--- src/rtl/core/ipari_pkg.sv ---
// Shared types, operation and status codes for the IP address range iterator.
// No dependencies; imported by every module of the block.
package ipari_pkg;

   // Operation codes carried by an input beat
   localparam logic [1:0] OP_LOAD_PREFIX = 2'd0;
   localparam logic [1:0] OP_LOAD_RANGE  = 2'd1;
   localparam logic [1:0] OP_NEXT        = 2'd2;
   localparam logic [1:0] OP_UNUSED      = 2'd3;

   // Result status codes
   localparam logic [1:0] ST_OK       = 2'd0;
   localparam logic [1:0] ST_EXPIRED  = 2'd1;
   localparam logic [1:0] ST_REJECTED = 2'd2;

   // Address family widths and the longest legal prefix
   localparam int V4_BITS    = 32;
   localparam int V6_BITS    = 128;
   localparam int MAX_PREFIX = 128;

   typedef struct packed {
      logic [1:0]  operation;
      logic        is_ipv6;
      logic [63:0] first_hi;
      logic [63:0] first_lo;
      logic [63:0] last_hi;
      logic [63:0] last_lo;
      logic [7:0]  prefix_len;
      logic [31:0] first_scope;
      logic [31:0] last_scope;
   } req_type;

   typedef struct packed {
      logic [63:0] addr_hi;
      logic [63:0] addr_lo;
      logic        addr_valid;
      logic [1:0]  status;
   } rsp_type;

   // Iterator state: current and end address (IPv4 zero-extended), family, done flag
   typedef struct packed {
      logic [V6_BITS-1:0] cur;
      logic [V6_BITS-1:0] last;
      logic               v6;
      logic               done;
   } state_type;

endpackage

--- src/rtl/core/ipari_step.sv ---
// Next-state and result logic for one beat of the address range iterator.
// Purely combinational; depends on ipari_pkg.
module ipari_step import ipari_pkg::*; (
   input  state_type cur_state,
   input  req_type   req,
   output state_type nxt_state,
   output rsp_type   rsp,
   output logic      has_rsp
);

   logic [V6_BITS-1:0] first_a;
   logic [V6_BITS-1:0] last_a;
   logic [V6_BITS-1:0] host_mask;
   logic [V6_BITS-1:0] cur_up;
   logic [V6_BITS-1:0] cur_dn;
   logic [7:0]         host_cnt;
   logic               cur_lt;

   // Operand shaping: IPv4 keeps only the low 32 bits
   always_comb begin
      if (req.is_ipv6) begin
         first_a = {req.first_hi, req.first_lo};
         last_a  = {req.last_hi, req.last_lo};
      end else begin
         first_a = {{(V6_BITS-V4_BITS){1'b0}}, req.first_lo[V4_BITS-1:0]};
         last_a  = {{(V6_BITS-V4_BITS){1'b0}}, req.last_lo[V4_BITS-1:0]};
      end
   end

   // Host-bit count and mask; IPv4 prefixes past /32 collapse to one address
   always_comb begin
      if (req.is_ipv6) begin
         host_cnt = 8'(V6_BITS) - req.prefix_len;
      end else if (req.prefix_len > 8'(V4_BITS)) begin
         host_cnt = 8'd0;
      end else begin
         host_cnt = 8'(V4_BITS) - req.prefix_len;
      end
      host_mask = ({{(V6_BITS-1){1'b0}}, 1'b1} << host_cnt) - {{(V6_BITS-1){1'b0}}, 1'b1};
   end

   // Step by one, wrapping within the family width
   always_comb begin
      if (cur_state.v6) begin
         cur_up = cur_state.cur + {{(V6_BITS-1){1'b0}}, 1'b1};
         cur_dn = cur_state.cur - {{(V6_BITS-1){1'b0}}, 1'b1};
      end else begin
         cur_up = {{(V6_BITS-V4_BITS){1'b0}},
                   cur_state.cur[V4_BITS-1:0] + {{(V4_BITS-1){1'b0}}, 1'b1}};
         cur_dn = {{(V6_BITS-V4_BITS){1'b0}},
                   cur_state.cur[V4_BITS-1:0] - {{(V4_BITS-1){1'b0}}, 1'b1}};
      end
      cur_lt = cur_state.cur < cur_state.last;
   end

   // Operation decode
   always_comb begin
      nxt_state = cur_state;
      rsp       = '0;
      has_rsp   = 1'b1;
      case (req.operation)
         OP_LOAD_PREFIX: begin
            if (req.prefix_len > 8'(MAX_PREFIX)) begin
               nxt_state.done = 1'b1;
               rsp.status     = ST_REJECTED;
            end else begin
               nxt_state.cur  = first_a & ~host_mask;
               nxt_state.last = first_a | host_mask;
               nxt_state.v6   = req.is_ipv6;
               nxt_state.done = 1'b0;
               rsp.status     = ST_OK;
            end
         end
         OP_LOAD_RANGE: begin
            if (req.is_ipv6 && (req.first_scope != req.last_scope)) begin
               nxt_state.done = 1'b1;
               rsp.status     = ST_REJECTED;
            end else begin
               nxt_state.cur  = first_a;
               nxt_state.last = last_a;
               nxt_state.v6   = req.is_ipv6;
               nxt_state.done = 1'b0;
               rsp.status     = ST_OK;
            end
         end
         OP_NEXT: begin
            if (cur_state.done) begin
               rsp.status = ST_EXPIRED;
            end else begin
               rsp.addr_hi    = cur_state.cur[V6_BITS-1:64];
               rsp.addr_lo    = cur_state.cur[63:0];
               rsp.addr_valid = 1'b1;
               rsp.status     = ST_OK;
               if (cur_state.cur == cur_state.last) begin
                  nxt_state.done = 1'b1;
               end else if (cur_lt) begin
                  nxt_state.cur = cur_up;
               end else begin
                  nxt_state.cur = cur_dn;
               end
            end
         end
         default: begin
            // unused code: no result, state untouched
            has_rsp = 1'b0;
         end
      endcase
   end

endmodule

--- src/rtl/core/ipari_skid.sv ---
// Two-entry result buffer: output register plus one skid stage.
// Depends on ipari_pkg for the result beat type.
module ipari_skid import ipari_pkg::*; (
   input  logic    clock,
   input  logic    reset,
   input  logic    push,
   input  rsp_type push_data,
   output logic    full,
   output logic    rsp_valid,
   output rsp_type rsp_data,
   input  logic    rsp_stall
);

   logic    out_vld_ff, out_vld_in;
   logic    skid_vld_ff, skid_vld_in;
   rsp_type out_data_ff, out_data_in;
   rsp_type skid_data_ff, skid_data_in;
   logic    pop;

   assign pop = out_vld_ff && !rsp_stall;

   // Refill the output register from the skid stage first to keep order
   always_comb begin
      out_vld_in   = out_vld_ff;
      out_data_in  = out_data_ff;
      skid_vld_in  = skid_vld_ff;
      skid_data_in = skid_data_ff;
      if (!out_vld_ff || pop) begin
         if (skid_vld_ff) begin
            out_vld_in   = 1'b1;
            out_data_in  = skid_data_ff;
            skid_vld_in  = push;
            skid_data_in = push_data;
         end else begin
            out_vld_in  = push;
            out_data_in = push_data;
         end
      end else if (push) begin
         skid_vld_in  = 1'b1;
         skid_data_in = push_data;
      end
   end

   always_ff @(posedge clock) begin
      if (reset) begin
         out_vld_ff  <= 1'b0;
         skid_vld_ff <= 1'b0;
      end else begin
         out_vld_ff  <= out_vld_in;
         skid_vld_ff <= skid_vld_in;
      end
      out_data_ff  <= out_data_in;
      skid_data_ff <= skid_data_in;
   end

   assign full      = skid_vld_ff;
   assign rsp_valid = out_vld_ff;
   assign rsp_data  = out_data_ff;

endmodule

--- src/rtl/core/ip_address_range_iterator.sv ---
// Top level of the IPv4/IPv6 address range iterator.
// Uses ipari_pkg, ipari_step and ipari_skid.
//
//   channel  direction  handshake          payload
//   req      in         req_valid/stall    req_type  (load prefix, load range, next)
//   rsp      out        rsp_valid/stall    rsp_type  (address, valid flag, status)
//
// One beat per clock while req_stall is low: the 128-bit compare and step settle in the cycle a beat
// is taken, updating the state register and writing the result buffer.
// A result is registered in the output register, or in the skid stage while rsp_stall holds it.
// Synchronous reset leaves nothing loaded: a next request reports expired.
// req_stall rises only while both result entries are held by rsp_stall.
module ip_address_range_iterator import ipari_pkg::*; (
   input  logic    clock,
   input  logic    reset,
   input  logic    req_valid,
   output logic    req_stall,
   input  req_type req_data,
   output logic    rsp_valid,
   input  logic    rsp_stall,
   output rsp_type rsp_data
);

   state_type state_ff, state_in;
   state_type step_state;
   rsp_type   step_rsp;
   logic      step_has_rsp;
   logic      accept;

   assign accept = req_valid && !req_stall;

   ipari_step u_step (
      .cur_state (state_ff),
      .req       (req_data),
      .nxt_state (step_state),
      .rsp       (step_rsp),
      .has_rsp   (step_has_rsp)
   );

   // Iterator state
   assign state_in = accept ? step_state : state_ff;

   always_ff @(posedge clock) begin
      if (reset) begin
         // addresses and family cleared, done flag (lowest bit) set
         state_ff <= {{(2*V6_BITS+1){1'b0}}, 1'b1};
      end else begin
         state_ff <= state_in;
      end
   end

   ipari_skid u_skid (
      .clock     (clock),
      .reset     (reset),
      .push      (accept && step_has_rsp),
      .push_data (step_rsp),
      .full      (req_stall),
      .rsp_valid (rsp_valid),
      .rsp_data  (rsp_data),
      .rsp_stall (rsp_stall)
   );

   // Checks
   a_skid_behind_out: assert property (@(posedge clock) disable iff (reset)
      req_stall |-> rsp_valid)
      else $error("skid entry held with empty output register");

   a_v4_upper_zero: assert property (@(posedge clock) disable iff (reset)
      !state_ff.v6 |-> (state_ff.cur[V6_BITS-1:V4_BITS] == '0 &&
                        state_ff.last[V6_BITS-1:V4_BITS] == '0))
      else $error("IPv4 state carries upper address bits");

   a_unused_no_beat: assert property (@(posedge clock) disable iff (reset)
      (accept && req_data.operation == OP_UNUSED && !rsp_valid) |=> !rsp_valid)
      else $error("unused operation produced a result beat");

endmodule

--- config.mk ---
export PLATFORM = sky130hd
export DESIGN_NAME = ip_address_range_iterator
export DESIGN_NICKNAME = d
export VERILOG_FILES = /design/src/rtl/core/ipari_pkg.sv /design/src/rtl/core/ipari_step.sv /design/src/rtl/core/ipari_skid.sv /design/src/rtl/core/ip_address_range_iterator.sv
export SDC_FILE = /design/constraint.sdc
export NUM_CORES = 2
export LEC_CHECK = 0
export ABC_CLOCK_PERIOD_IN_PS = 18230
export BUFFER_PORTS_ARGS = -buffer_cell sky130_fd_sc_hd__buf_4
export CAP_MARGIN = 25
export CORE_MARGIN = 2
export CORE_UTILIZATION = 25
export CTS_BUF_LIST = sky130_fd_sc_hd__clkbuf_8
export DETAILED_ROUTE_END_ITERATION = 7
export PLACE_DENSITY_LB_ADDON = 0.12
export SYNTH_ARGS = -nofsm -noshare
export SYNTH_HDL_FRONTEND = slang
export SYNTH_SLANG_ARGS = --single-unit
--- constraint.sdc ---
create_clock -name clock -period 18.23 [get_ports clock]
set_input_delay 3.646 -clock clock [delete_from_list [all_inputs] [get_ports clock]]
set_output_delay 3.646 -clock clock [all_outputs]
set_load 0.02 [all_outputs]
After elaboration in Yosys (flattened, before gate mapping):

Cells that the tools add are included.

* $add $sub $neg: 7
* magnitude comparators: 3
* equal/unequal tests: 9
* shifts and indexed selects: 1
* mux-type cells: 33
* bitwise operators: 3
* reductions and logical operators: 17

Operators with widths (number)
* $mux 128: 7
* $mux 131: 4
* $mux 257: 2
* $pmux 128 s3: 1
* $mux 129: 2
* $pmux 129 s2: 1
* $sub 128x1->128 const B: 2
* $add 128x1->128 const B: 1
* $and 128x128->128: 1
* $eq 128x128->1: 1
* $lt 128x128->1: 1
* $not 128->128: 1
* $or 128x128->128: 1
* $shl 1x8->128 const A: 1
* $add 32x1->32 const B: 1
* $ne 32x32->1: 1
* $sub 32x1->32 const B: 1
* $mux 8: 2
* $mux 1: 10
* $gt 8x6->1 const B: 1
* $gt 8x8->1 const B: 1
* $ne 2x2->1 const B: 4
* $sub 6x8->8 const A: 1
* $sub 8x8->8 const A: 1
* 16 further kinds: 24

* register bits after elaboration: 522
* bits of input ports: 335
* output and inout port bits: 133
* word-level logic and storage cells: 87

Logic depth before layout (Yosys ltp):

* word-level depth: 9
* mapped depth: 22
* mapped depth without buffers: 17

Hierarchy:

From an unflattened synthesis, not the netlist that was laid out.

* cells, all modules: 5220
* area, all modules: 42509.5 um^2

By module, submodules not included
* ipari_step: times used 1, cells each 3627, area an instance 21111.5 um^2, sequential area each 0.0 um^2
* ip_address_range_iterator: times used 1, cells each 1176, area an instance 11571.1 um^2, sequential area each 5165.0 um^2
* ipari_skid: times used 1, cells each 417, area an instance 9826.9 um^2, sequential area each 7907.6 um^2

Worst setup path after synthesis:

Ideal clock, no wire load.

* kind: input-to-reg
* from: in rsp_stall
* to: reg u_skid.skid_data_ff[0] (netlist bit), enable pin
* setup time: 0.489 ns
* arrival: 9.396 ns
* required time: 17.741 ns
* slack: 8.345 ns
* cell stages on the path: 2
* buffers on the path: 0
* path through: nand2_1 > a21o_1

* word-level cells in the longest chain between the ends: 5
* elaborated cells on any way between the ends: 6
* those cells by class: 1 x eq/ne; 5 x reduce/logical

RTL lines
* start, declared: line ip_address_range_iterator.sv:20 `input logic rsp_stall,`
* $logic_not 1->1 (*): line ipari_skid.sv:20 `assign pop = out_vld_ff && !rsp_stall;`
* $logic_and 1x1->1 (*): line ipari_skid.sv:20
* $logic_or 1x1->1 (*): line ipari_skid.sv:28 `if (!out_vld_ff || pop) begin`
* $ne 2x1->1 (no source line) / $reduce_bool 2->1 (equally long branches)
* $reduce_and 2->1 (no source line) (*)
* end signal, assigned: line ipari_skid.sv:53 `skid_data_ff <= skid_data_in;`
* end, declared: line ipari_skid.sv:17 `rsp_type skid_data_ff, skid_data_in;`

Every way passes the cells marked *; elsewhere a longest branch is shown, timed or not.
A chain may end at the register's enable or synchronous reset.

Worst setup path in the final report:

* from: in req_data[64] (netlist bit)
* to: reg state_ff[254] (netlist bit)

* word-level cells in the longest chain between the ends: 9
* elaborated cells on any way between the ends: 14
* those cells by class: 3 x add/sub; 2 x order compare; 1 x eq/ne; 1 x shift; 4 x mux; 2 x bitwise; 1 x reduce/logical

RTL lines
* start, declared: line ip_address_range_iterator.sv:18 `input req_type req_data,`
* $sub 6x8->8 / $gt 8x6->1 (equally long branches): line ipari_step.sv:37, ipari_step.sv:34
* $mux 8: line ipari_step.sv:34 `end else if (req.prefix_len > 8'(V4_BITS)) begin`
* $mux 8: line ipari_step.sv:32 `if (req.is_ipv6) begin`
* $shl 1x8->128: line ipari_step.sv:39 `host_mask = ({{(V6_BITS-1){1'b0}}, 1'b1} << host_cnt) - {{(V6_BITS-1){1'b0}}, 1'b1};`
* $sub 128x1->128: line ipari_step.sv:39
* $not 128->128: line ipari_step.sv:67 `nxt_state.cur = first_a & ~host_mask;`
* $and 128x128->128: line ipari_step.sv:67
* $mux 257: line ipari_step.sv:63 `if (req.prefix_len > 8'(MAX_PREFIX)) begin`
* $pmux 128 s3: line ipari_step.sv:61 `case (req.operation)`
* end signal, assigned: line ip_address_range_iterator.sv:46 `state_ff <= {{(2*V6_BITS+1){1'b0}}, 1'b1};`
* end signal, assigned: line ip_address_range_iterator.sv:48 `state_ff <= state_in;`
* end, declared: line ip_address_range_iterator.sv:24 `state_type state_ff, state_in;`

Several ways; a longest one is shown, not always the timed one. The select of a mux whose other input is x is not followed.

==> flow_metrics.env <==
export IMPL_yosysUniqueCellTypes=106
export IMPL_grt_antenna_before_repair=15
export IMPL_cts_resized=0
export IMPL_yosys_top_cells_count="nand2_1, a21oi_1, nor2_1"
export IMPL_yosys_area_top_type="edfxtp_1"
export IMPL_synth_cells=4376
export IMPL_maxCapViolCount=0
export IMPL_root_buffer="clkbuf_8"
export IMPL_drt_iter0_markers=5470
export IMPL_die_h_um=388.6
export IMPL_globalplace_congestion=1.031
export IMPL_drv_slew=0
export IMPL_yosys_cell_count_top_type="nand2_1"
export IMPL_fillers=15750
export IMPL_clk_latency_ns=0.84
export IMPL_grt_pass1_wl_um=305800
export IMPL_synth_ff_type="edfxtp_1"
export IMPL_track_usage_pct=28.31
export IMPL_skew_ns=0.06817
export IMPL_die_area_um2=151000
export IMPL_die_w_um=388.6
export IMPL_drive_above_1_share_pct=21.08
export IMPL_synth_warnings=0
export IMPL_io_pins=468
export IMPL_hold_buffers=0
export IMPL_ys_seq_area_share_pct=35.35
export IMPL_yosys_top_cells_area="edfxtp_1, dfxtp_1, mux2_2, ha_1, a21oi_1"
export IMPL_synth_edf_count=262
export IMPL_wl_per_cell_um=32.86
export IMPL_setup_viol=0
export IMPL_synth_seq_cells=522
export IMPL_regArea_um2=13080
export IMPL_cts_buffers=101
export IMPL_clock_path_buffers=3
export IMPL_drc_errors=0
export IMPL_vdd_drop_max_mv=0.04733
export IMPL_p_per_area_nw_per_um2=80.01
export IMPL_clock_sinks=522
export IMPL_crit_path_end_kind="flip-flop"
export IMPL_ant_nets=0
export IMPL_cts_htree_levels=3
export IMPL_rsz0062_at_grt="no"
export IMPL_start_kind="input port"
export IMPL_finalHoldViolCount=0
export IMPL_clk_pin_slew_ns=0.07
export IMPL_dpl_hpwl_um=169900
export IMPL_io_buffers=467
export IMPL_period_needed_ns=9.001
export IMPL_via_per_inst=5.853
export IMPL_finalWirelength_um=222200
export IMPL_tns_ns=0
export IMPL_fmax_mhz=111.1
export IMPL_path_class="input port to flip-flop"
export IMPL_min_path_type="flip-flop to flip-flop"
export IMPL_synthesis_area_um2=36980
export IMPL_synthesis_nets=4848
export IMPL_grt_start_max_net_pins=112
export IMPL_fp_row_count=141
export IMPL_yosys_area_top_type_share_pct=21.28
export IMPL_multi_input_area_um2=22040
export IMPL_crit_fanout=22
export IMPL_grt_pass1_vias=37010
export IMPL_firstDrtPassIters=8
export IMPL_core_um2=147300
export IMPL_cts_tree="yes"
export IMPL_vias=39570
export IMPL_tightest_slew_ns=1.272
export IMPL_max_slew_margin_pct=14.10
export IMPL_post_cts_buffers=0
export IMPL_fin_ws_ns=9.229
export IMPL_period_share_pct=49.37
export IMPL_synth_avg_cell_area_um2=8.450
export IMPL_layout_nets=5209
export IMPL_required_ns=18.91
export IMPL_worstPathArrival_ns=9.68
export IMPL_p_leak_nw=17.01
export IMPL_grt_overflow=0
export IMPL_status="completed"
export IMPL_post_place_ws_ns=8.595
export IMPL_start_util_pct=25.10
export IMPL_area_delta_synth_final_pct=21.37
export IMPL_synthArstFlopShare_pct=0
[sequential cells by signal, indices dropped and copies added (netlist names)]
register / count
state_ff: 258
u_skid.rsp_data: 131
u_skid.rsp_valid: 1
u_skid.skid_data_ff: 131
u_skid.full: 1
[report_power, final]
part           leakage (nW)  internal [mW]  switching, mW
clock network          1.21          0.668          0.598
logic                  11.0          0.305          0.673
registers              4.81           1.29         0.0610
total                  17.0           2.26           1.33
[critical path, cell delays in order]
cell      delay [ns]
buf_4           0.19
inv_1           0.10
ha_1            0.52
or4b_1          0.58
a21o_1          0.37
a211oi_2        0.54
nor3_2          0.30
nand2_1         0.27
ha_1            0.33
inv_1           0.13
a31oi_1         0.23
a31oi_1         0.07
buf_4           0.19
a221oi_2        0.45
and3_2          0.46
and3_1          0.41
a21boi_0        0.17
o21ai_0         0.49
a31oi_1         0.19
[worst paths after layout]
check                             startpoint                          to  slack, ns  depth (start not counted)
setup reg to reg  state_ff[151]$_SDFFE_PP0P_  state_ff[227]$_SDFFE_PP0P_      11.55                         15
hold / removal     state_ff[28]$_SDFFE_PP0P_   state_ff[28]$_SDFFE_PP0P_       0.45                          2
setup / recovery                req_data[64]  state_ff[254]$_SDFFE_PP0P_       9.23                         19
hold reg to reg    state_ff[28]$_SDFFE_PP0P_   state_ff[28]$_SDFFE_PP0P_       0.45                          2
[layer usage]
metal  share of wire (%)  global-route usage [%]  vias to the layer above
met2                  39                   38.77                     2274
li1                    -                       -                    17350
met3                  10                   6.873                      297
met1                  47                   42.81                    19640
met4                 3.0                   8.539                        8
met5               0.020                       0                        -
[layout by cell type (no fill, tap or decap), types with 21 or more instances in the layout]
master      n
buf_4     578
nand2_1   349
a21oi_1   308
nor2_1    278
o21ai_0   274
edfxtp_1  262
dfxtp_1   258
inv_1     239
nor3_1    188
mux2_2    170
nand3_1   144
ha_1      135
clkbuf_8  112
and2_1    108
nand4_1   104
a31oi_1    85
mux2i_1    84
or3_1      81
and3_1     77
xnor2_1    71
a211oi_1   68
a221oi_1   68
nor4_1     55
o211ai_1   48
a21o_1     38
or4_1      38
o221ai_1   28
o31ai_1    22
nand2b_1   21
[cell type report]
type / count / share of cell area (%)
diodes: 7 / 0.03903
clock buffers: 112 / 3.435
clock inverters: 78 / 1.224
inverters: 204 / 1.706
multi-input cells: 3322 / 49.11
flip-flops and latches: 522 / 29.14
well taps: 1930 / 5.381
repair buffers: 586 / 9.967
[cells by family after synthesis]
| kind of cell | synth area share, % |
|---|---|
| XOR/XNOR | 1.942 |
| flip-flops | 35.35 |
| AO/OA/AOI/OAI | 23.32 |
| buffers and inverters | 5.495 |
| adder cells (fa/ha/maj) | 4.636 |
| AND/OR/NAND/NOR | 21.77 |
| multiplexers | 7.481 |
[metrics by stage]
| stage | std cells | utilization [%] | total power, mW | cell area [µm²] | hold WS, ns |
|---|---|---|---|---|---|
| floorplan | 4376 | - | 1.862 | 36980 | 0.4319 |
| global placement | 6558 | 29.00 | 2.315 | 42710 | 0.4391 |
| detailed placement | 6562 | 29.03 | 2.312 | 42760 | 0.4445 |
| CTS | 6752 | 30.44 | 3.589 | 44850 | 0.4519 |
| global route | 6758 | 30.46 | 3.709 | 44870 | 0.4587 |
| finish | 6761 | 30.47 | 3.591 | 44880 | 0.4512 |
Power figures use the tool's default switching activity.
